## src/hdl/all_pairs_shortest_path_defines.svh

```systemverilog
// assertion macros for the all-pairs shortest-path block
// used by modules that carry concurrent checks; needs clk_i and rst_ni in scope
`ifndef ALL_PAIRS_SHORTEST_PATH_DEFINES_SVH
`define ALL_PAIRS_SHORTEST_PATH_DEFINES_SVH

// check that is off while reset is asserted
`define APSP_ASSERT(lbl, prop, msg) \
  lbl: assert property (@(posedge clk_i) disable iff (!rst_ni) prop) else $error(msg);

// check that also holds during reset
`define APSP_ASSERT_ALWAYS(lbl, prop, msg) \
  lbl: assert property (@(posedge clk_i) prop) else $error(msg);

`endif

```

## src/hdl/apsp_pkg.sv

```systemverilog
// shared types and constants of the all-pairs shortest-path block
// no dependencies
package apsp_pkg;

  localparam int MaxNodes = 64;
  localparam int IdxW     = $clog2(MaxNodes);
  localparam int AddrW    = 2 * IdxW;
  localparam int Depth    = MaxNodes * MaxNodes;
  localparam int CntW     = 7;
  localparam int DistW    = 23;
  localparam int OutW     = 22;
  localparam int WeightW  = 16;

  localparam logic [DistW-1:0] DistInf      = 23'h400000;
  localparam logic [CntW-1:0]  NodeCountRst = 7'd64;

  typedef enum logic [1:0] {
    FUNC_CLEAR = 2'd0,
    FUNC_LOAD  = 2'd1,
    FUNC_RUN   = 2'd2,
    FUNC_QUERY = 2'd3
  } func_e;

  typedef enum logic [3:0] {
    ST_IDLE,
    ST_CLR,
    ST_LDA,
    ST_LDB,
    ST_QRD,
    ST_PLD,
    ST_RROW,
    ST_UPD,
    ST_DRN,
    ST_FIN
  } state_e;

  // what the read issued last cycle returns this cycle
  typedef enum logic [2:0] {
    RD_NONE,
    RD_PIV,
    RD_RP,
    RD_UPD,
    RD_QRY
  } rd_kind_e;

  typedef struct packed {
    logic shift;
    logic tail;
  } cell_ctrl_t;

endpackage

```

## src/hdl/apsp_cell.sv

```systemverilog
// one cell of the pivot-row chain: holds one distance, shifts toward the head
// depends on apsp_pkg
module apsp_cell (
  input  logic                      clk_i,
  input  apsp_pkg::cell_ctrl_t      ctrl_i,
  input  logic [apsp_pkg::DistW-1:0] feed_i,
  input  logic [apsp_pkg::DistW-1:0] nbr_i,
  output logic [apsp_pkg::DistW-1:0] data_o
);

  logic [apsp_pkg::DistW-1:0] data_q;
  logic [apsp_pkg::DistW-1:0] data_d;

  // the tail cell takes new data, the others take their neighbor's
  always_comb begin
    data_d = data_q;
    if (ctrl_i.shift) begin
      data_d = ctrl_i.tail ? feed_i : nbr_i;
    end
  end

  always_ff @(posedge clk_i) begin
    data_q <= data_d;
  end

  assign data_o = data_q;

endmodule

```

## config.mk

```make
export PLATFORM = sky130hd
export DESIGN_NAME = apsp_cell
export DESIGN_NICKNAME = d
export VERILOG_FILES = /design/src/hdl/all_pairs_shortest_path_defines.svh /design/src/hdl/apsp_pkg.sv /design/src/hdl/apsp_cell.sv
export SDC_FILE = /design/constraint.sdc
export NUM_CORES = 1
export LEC_CHECK = 0
export ABC_AREA = 1
export BUFFER_PORTS_ARGS = -buffer_cell sky130_fd_sc_hd__buf_4
export CORE_UTILIZATION = 35
export DETAILED_ROUTE_END_ITERATION = 6
export PLACE_DENSITY = 0.71
export SYNTH_ARGS = -nofsm -noshare
export SYNTH_HDL_FRONTEND = slang
export SYNTH_SLANG_ARGS = --single-unit
```

## constraint.sdc

```tcl
create_clock -name clk_i -period 0.8 [get_ports clk_i]
set_input_delay 0.08 -clock clk_i [delete_from_list [all_inputs] [get_ports clk_i]]
set_output_delay 0.08 -clock clk_i [all_outputs]
set_load 0.01 [all_outputs]
```

# After elaboration in Yosys (flattened, before gate mapping)
# Index checks and enable logic that the tools add are counted.
word_totals:
  reg_bits: 23
  word_cells: 2
op_classes:
  muxes: 1
ops:
  columns: ["operator", "n"]
  rows:
  - ["23-bit 2-to-1 mux", 1]

# Depth between registers and ports, before layout
logic_depth:
  ltp_word: 1
  depth_mapped: 4

# Worst setup path after synthesis
# OpenSTA, ideal clock, no wires.
synth_timing:
  path_kind: "in2reg"
  start: "in ctrl_i[0] in the netlist's numbering"
  end: "reg data_q (netlist bit data_o[0]) (data pin)"
  arrival_time_ps: 322
  slack_ps: 226
  path_stages: 4
  path_buffers: 1
  path_cell_list: "inv_2 -> buf_6 -> nand2_1 -> nand2_1"
synth_via:
  elab_chain_cells: 1
synth_rtl:
  columns: ["item", "line", "source"]
  rows:
  - ["start: declaration", "apsp_cell.sv:5", "input apsp_pkg::cell_ctrl_t ctrl_i,"]
  - ["23-bit 2-to-1 mux", "apsp_cell.sv:18", "data_d = ctrl_i.tail ? feed_i : nbr_i;"]
  - ["end signal: assignment", "apsp_cell.sv:23", "data_q <= data_d;"]
  - ["end: declaration", "apsp_cell.sv:11", "logic [apsp_pkg::DistW-1:0] data_q;"]
# No other way between the ends.
# A chain may end at the register's enable or synchronous reset.

# Final worst setup path
layout_timing:
  start: "reg data_q (netlist bit data_o[14])"
  end: "out data_o[14] in the netlist's numbering"
layout_rtl:
  columns: ["item", "line", "source"]
  rows:
  - ["end: declaration", "apsp_cell.sv:8", "output logic [apsp_pkg::DistW-1:0] data_o"]
# No word-level cell between the ends.

==> out/results.tsv <==
metric	value	unit
remaining_drc_errors	0	
cpLargestDelayFamily	flip-flops	
ys_warn_count	0	
vias	876	
synth_cell_types	5	
placed_cells	197	
areaGrowthSynthToFinish	67.6	%
fin_nets	221	
die_h	55.2	um
dp_slack	0.0290	ns
io_buffer_count	71	
grt_max_degree	24	
final.period_utilization	116	%
dp.final_hpwl	1830	um
drt_first_iter_violations	26	
outcome	finished with violations	
drive_above_1_share	45.6	%
rsz0062_at_grt	yes	
relSlewSlack	81.2	%
drv_slew	0	
wl	2350	um
vias_per_cell	4.36	
cpPeakStageDelay	0.41	ns
grt_pass1_wl	4000	um
ys_seq_area_share	69.7	%
fin_util	64.7	%
end_kind	output pin	
power.density	1580	nW/um2
syn_nets	146	
p_leak	0.000831	uW
holdWs	0.0376	ns
avgSynthCellArea	10.2	um2
cts_buffer_depth	2	
initial_core_util	38.6	%
htree_levels	1	
rows	18	
ioPinCount	72	
largest_reg_flops	23	
cp_cell_sequence	buf_6	
finalNonFillerCells	201	
fillCellCount	216	
required	0.72	ns
layout_common_cells	nand2_1, buf_4, edfxtp_1, buf_6, clkbuf_4	
post-cts-setup-buffers	0	
die_w	55.2	um
period_minus_slack	0.926	ns
routedWlPerCell	11.7	um
cpMaxStageDelayCell	edfxtp_1	
worstPathMaxFanout	1	
violations	negative setup slack	
ant_nets	0	
hp-class	primary input to flop	
cts_sinks	23	
routabilityCongestion	0.750	
core-area	2570	um2
clock.fmax	1.08	GHz
path_buf_inv	1	
clk_pin_slew	0.12	ns
finalSetupViolations	23	
cts_hold_buf	0	
ir_drop	0.978	mV
crit_arrival	0.85	ns
layout_setup_ws	-0.126	ns
worst_pin_slew	0.282	ns
drt_pass1_iterations	4	
syn_inst	97	
crit_type	flop to output pin	
antenna_found_initial	0	
mostFrequentLayoutCell	nand2_1	
finalHoldViolCount	0	
cts_tree	yes	
grt_use_total	17.0	%
num_antenna_cells	0	
cts_root_buf	clkbuf_4	
grt_overflow_total	0	
dieArea	3050	um2
setup-tns-final	-2.58	ns
max_cap_violations	0	
synth_seq_cells	23	
cp-start-kind	flop	
synthesis.area	991	um2
numCtsBuffers	3	
grt_pass1_vias	922	
==> area by class of cell <==
| cell class | instances | area, um2 | share of cell area (%) |
|---|---|---|---|
| Multi-Input combinational cell | 69 | 259 | 15.6 |
| Sequential cell | 23 | 691 | 41.6 |
| Clock buffer | 4 | 26.3 | 1.58 |
| Timing Repair Buffer | 74 | 643 | 38.7 |
| Tap cell | 30 | 37.5 | 2.26 |
| Inverter | 1 | 3.75 | 0.226 |
==> routing by layer <==
layer	routed length, um	vias up	track usage (%)
li1	-	456	-
met1	918	380	19.2
met2	1270	36	29.8
met3	114	4	2.34
met4	49	0	10.7
met5	0	-	0
==> cells by family (layout without fill, tap and decap cells) <==
kind of cell / after synthesis / after routing / share of synthesized area, %
and+or+nand+nor: 69 / 69 / 26.1
buffers and inverters: 5 / 79 / 4.17
DFF: 23 / 23 / 69.7
==> what timing repair did <==
action                                  in CTS  in global routing
endpoints found under the setup margin      23                 23
gates resized for setup                      8                 12
gates cloned                                 0                  0
==> cell usage after synthesis <==
library cell | count | area share, %
inv_2 | 1 | 0.38
buf_4 | 2 | 1.5
nand2_1 | 69 | 26
buf_6 | 2 | 2.3
edfxtp_1 | 23 | 70
==> stage by stage <==
| stage | cell area (um2) | total power (uW) |
|---|---|---|
| 5_1_grt | 1660 | 2770 |
| 6_report | 1660 | 2630 |
| 2_1_floorplan | 991 | 1690 |
| 3_5_place_dp | 1560 | 2080 |
| 3_3_place_gp | 1560 | 2060 |
| 4_1_cts | 1620 | 2620 |
==> report_power, final <==
group / internal, uW / switching [uW]
combinational: 380 / 233
clock: 194 / 320
sequential: 1460 / 46.3
total: 2030 / 598
==> worst paths after layout <==
check | start | to | slack (ns) | cells past startpoint
max | data_o[14]$_DFFE_PP_ | data_o[14] | -0.13 | 1
min | nbr_i[20] | data_o[20]$_DFFE_PP_ | 0.04 | 3
Power figures use the tool's default switching activity.
