[src/hdl/all_pairs_shortest_path_defines.svh]
// assertion macros for the all-pairs shortest-path block
// used by modules that carry concurrent checks; needs clk_i and rst_ni in scope
`ifndef ALL_PAIRS_SHORTEST_PATH_DEFINES_SVH
`define ALL_PAIRS_SHORTEST_PATH_DEFINES_SVH

// check that is off while reset is asserted
`define APSP_ASSERT(lbl, prop, msg) \
  lbl: assert property (@(posedge clk_i) disable iff (!rst_ni) prop) else $error(msg);

// check that also holds during reset
`define APSP_ASSERT_ALWAYS(lbl, prop, msg) \
  lbl: assert property (@(posedge clk_i) prop) else $error(msg);

`endif

[src/hdl/apsp_ram.sv]
// generic single-write, single-read memory with registered read data
// no dependencies
module apsp_ram #(
  parameter int Width = 8,
  parameter int Depth = 16
) (
  input  logic                     clk_i,
  input  logic                     we_i,
  input  logic [$clog2(Depth)-1:0] waddr_i,
  input  logic [Width-1:0]         wdata_i,
  input  logic [$clog2(Depth)-1:0] raddr_i,
  output logic [Width-1:0]         rdata_o
);

  logic [Width-1:0] mem_q [Depth];
  logic [Width-1:0] rdata_q;

  always_ff @(posedge clk_i) begin
    if (we_i) begin
      mem_q[waddr_i] <= wdata_i;
    end
    rdata_q <= mem_q[raddr_i];
  end

  assign rdata_o = rdata_q;

endmodule

[config.mk]
export PLATFORM = sky130hd
export DESIGN_NAME = apsp_ram
export DESIGN_NICKNAME = d
export VERILOG_FILES = /design/src/hdl/all_pairs_shortest_path_defines.svh /design/src/hdl/apsp_ram.sv
export SDC_FILE = /design/constraint.sdc
export NUM_CORES = 1
export LEC_CHECK = 0
export ABC_AREA = 1
export ABC_CLOCK_PERIOD_IN_PS = 1500
export BUFFER_PORTS_ARGS = -buffer_cell sky130_fd_sc_hd__buf_4
export CORE_MARGIN = 1
export CORE_UTILIZATION = 28
export CTS_CLUSTER_SIZE = 24
export DETAILED_ROUTE_END_ITERATION = 8
export PLACE_DENSITY = 0.47
export SLEW_MARGIN = 15
export SYNTH_ARGS = -nofsm -noshare
export SYNTH_HDL_FRONTEND = slang
export SYNTH_SLANG_ARGS = --single-unit
[constraint.sdc]
create_clock -name clk_i -period 1.5 [get_ports clk_i]
set_clock_uncertainty 0.05 [all_clocks]
set_input_delay 0.075 -clock clk_i [delete_from_list [all_inputs] [get_ports clk_i]]
set_output_delay 0.075 -clock clk_i [all_outputs]
set_load 0.05 [all_outputs]
* Yosys cells after proc, flatten, opt, wreduce, memory -nomap -nowiden *
Memory sizes are Yosys's and may differ from the RTL's. A register that Yosys moved wholly into a read port is not among the register bits.
Index checks and enable logic that the tools add are counted.

storage, ports and cells
  bits in registers = 0
  input bits = 18
  output and inout port bits = 8
  memories kept = 1
  memory bits (writable) = 128
  logic and storage cells = 3

memories
  name   words  bits a word  read ports  clocked after memory_dff  write ports  RTL line        RTL
  mem_q  16     8            1           1                         1            apsp_ram.sv:15  logic [Width-1:0] mem_q [Depth];

cells by class
  mux-type cells = 2

operator list
  operator  count
  $mux W1   2

* Depth between registers and ports, before layout *
  depth after elaboration = 2
  gate-level depth with buffers = 8
  mapped depth without buffers = 7

* Worst setup path after synthesis *
OpenSTA, ideal clock, no wires.

  path type = input-to-reg
  start = input port waddr_i[2]
  end = memory mem_q[10][0], enable pin
  path buffers = 0
  stages = 2
  path slack = 0.424 ns
  arrival time = 0.656 ns
  setup time = 0.370 ns
  data required time = 1.080 ns
  cell sequence = nand3b_1 > nor2_1

RTL lines
  what         RTL line        RTL
  from (decl)  apsp_ram.sv:9   input logic [$clog2(Depth)-1:0] waddr_i,
  to (decl)    apsp_ram.sv:15

No word-level cell before the write port.

* Worst setup path after layout *
  start = register rdata_q[1] (netlist: rdata_o[1]) (read register of mem_q)
  end = output port rdata_o[1]

RTL lines
  what         RTL line        RTL
  from (decl)  apsp_ram.sv:16  logic [Width-1:0] rdata_q;
  to (decl)    apsp_ram.sv:12  output logic [Width-1:0] rdata_o

No word-level cell between the ends.

==> qor.yml <==
die:
  row_count: 52
  initial_utilization_pct: 28.5
  coreArea_um2: 20200
  io_pins: 26
  fp.dieH_um: 146
  fp.dieW_um: 146
  die-area_um2: 21200
worst_setup_path:
  path_class: "reg2out"
  crit_buf_inv: 1
  startpoint_type: "register"
  crit_fanout: 1
  end_kind: "output pin"
  critPathRequiredTime_ns: 1.37
  crit_arrival_ns: 1.01
  cp_slowest_stage_delay_ns: 0.37
  crit_chain: "buf_4"
  critical-path-top-delay-family: "flip-flops"
  slowest_stage: "dfxtp_1"
route:
  drc: 0
  postRouteWirelength_um: 13800
  firstDrtPassIters: 4
  antenna_left: 0
  wire_per_inst_um: 15.5
  vias: 3761
  drtIter0Drc: 335
  drt-vias-per-instance: 4.25
clock_network:
  cts_setup_buffers: 0
  cts_tree: "built"
  cts_sinks: 136
  htree_levels: 4
  insertion_delay_ns: 0.42
  clkSlewWorstSetupHoldPaths_ns: 0.06
  cts_root_buf: "clkbuf_16"
  cts_made_buffers: 17
  clockBufferDepth: 2
run_status:
  status: "finished, final reports clean"
yosys:
  ys_types: 12
  yosys_warnings: 0
  avgSynthCellArea_um2: 10.5
  ys_ff_latch: 136
  synth_top_area_cell: "edfxtp_1"
  ys_seq_area_share_pct: 69.4
  synthTopCellsByArea: "edfxtp_1 (67%), nand2_1 (11%), nand3_1 (8.4%), inv_1 (6.5%), dfxtp_1 (2.8%)"
  synthesis.nets: 569
  syn_area_um2: 5770
  synthCells: 551
  synth_top_area_share_pct: 66.7
grt:
  overflow: 0
  track_usage_pct: 13.9
  antenna_found_initial: 0
  grt_max_degree: 65
  grt_pass1_wl_um: 21600
  grt_pass1_vias: 3714
sta:
  setup_viol_count_final: 0
  worstMarginPinSlew_ns: 0.367
  fin_crit_sh_pct: 75.9
  rsz0062_at_grt: "false"
  fin_crit_ns: 1.14
  finalHoldViolCount: 0
  drv_slew: 0
  max_clock_freq_ghz: 0.878
  fin_tns_setup_ns: 0
  maxSlewHeadroom_pct: 75.6
power_and_ir_drop:
  p_per_area_nw_per_um2: 1250
  ir_worst_vdd_uv: 768
  p_leak_nw: 2.97
place:
  dpl_cell_area_um2: 6320
  dp.cells: 844
  port_buffers: 25
  hpwl_um: 8580
  gp_congestion: 0.745
layout:
  stdcell_count: 885
  fin_nets: 620
  layout-drive-gt1-share_pct: 12.8
  diodes: 0
  fill_cells: 2049
  area_delta_synth_final_pct: 20.2
  final_area_um2: 6930
worst_hold_path:
  hold_path_class: "in2reg"
flow_run:
  cap_violations: 0
-- metrics by stage --
step                      hold slack (ns)  power (W)  utilization [%]  setup slack [ns]
after floorplan                     0.124    0.00473                -             0.424
final                              0.0602    0.00863             34.3             0.362
after detailed placement            0.345    0.00501             31.2             0.226
after CTS                          0.0360    0.00872             34.3             0.333
after global placement              0.360    0.00500             31.2             0.230
after global routing               0.0672    0.00892             34.3             0.304
-- state kept, by name (all words and copies together) (netlist names) --
register and count:
rdata_o 8, mem_q 128
-- worst paths after layout --
check / start / endpoint / slack [ns] / cells after the start
max: rdata_o[1]$_DFF_P_ / rdata_o[1] / 0.36 / 1
min reg2reg: mem_q[12][2]$_DFFE_PP_ / rdata_o[2]$_DFF_P_ / 0.63 / 6
min: raddr_i[2] / rdata_o[2]$_DFF_P_ / 0.06 / 4
max reg2reg: mem_q[13][0]$_DFFE_PP_ / rdata_o[0]$_DFF_P_ / 0.42 / 6
-- power by group --
group,internal (W),leakage (nW),switching [W]
Sequential,0.00425,1.22,0.0000293
Combinational,0.000200,1.47,0.000457
Clock,0.00221,0.269,0.00149
Total,0.00666,2.97,0.00197
-- layer usage --
metal  wire length [µm]  track usage (%)  vias up
li1                   -                -     1871
met5                  0                0        -
met4                322             6.84        0
met3                581             2.79       22
met1               6580             18.8     1779
met2               6270             21.3       89
-- cell families after synthesis --
group | count (synthesis) | share of synthesized area (%)
buffers and inverters | 126 | 9.52
flip-flops | 136 | 69.4
AND/OR/NAND/NOR | 289 | 21.0
-- area by class of cell --
class	instances	area, µm²	share of cell area (%)
clock inverter	10	52.6	0.758
clock buffer	22	474	6.84
sequential	136	4000	57.8
inverter	102	383	5.52
multi-input combinational	289	1210	17.5
tap	270	338	4.87
timing repair buffer	56	468	6.75
-- layout by cell type (no fill, tap or decap) --
| master | n |
|---|---|
| buf_12 | 2 |
| buf_4 | 45 |
| clkbuf_1 | 2 |
| clkbuf_16 | 17 |
| clkbuf_8 | 3 |
| clkinv_2 | 9 |
| clkinvlp_4 | 1 |
| dfxtp_1 | 8 |
| dlygate4sd3_1 | 9 |
| edfxtp_1 | 128 |
| inv_1 | 100 |
| inv_2 | 2 |
| nand2_1 | 173 |
| nand3_1 | 97 |
| nand3b_1 | 2 |
| nor2_1 | 17 |
-- repair_timing --
action | CTS | global route
endpoints found under the setup margin | 0 | 0
hold buffers | 9 | 0
resized for setup | 0 | 0
endpoints found under the hold margin | 134 | 0
-- cell usage after synthesis --
| cell type | instances |
|---|---|
| buf_1 | 1 |
| buf_2 | 13 |
| buf_4 | 4 |
| buf_6 | 6 |
| dfxtp_1 | 8 |
| edfxtp_1 | 128 |
| inv_1 | 100 |
| inv_2 | 2 |
| nand2_1 | 173 |
| nand3_1 | 97 |
| nand3b_1 | 2 |
| nor2_1 | 17 |
-- worst reg2reg max path: cells and delay by family (launching register included) --
kind,cells,cell delay [ns]
and+or+nand+nor,5,0.48
DFF,1,0.37
buffers and inverters,1,0.07
No activity file was read; power rests on OpenSTA's default activity.
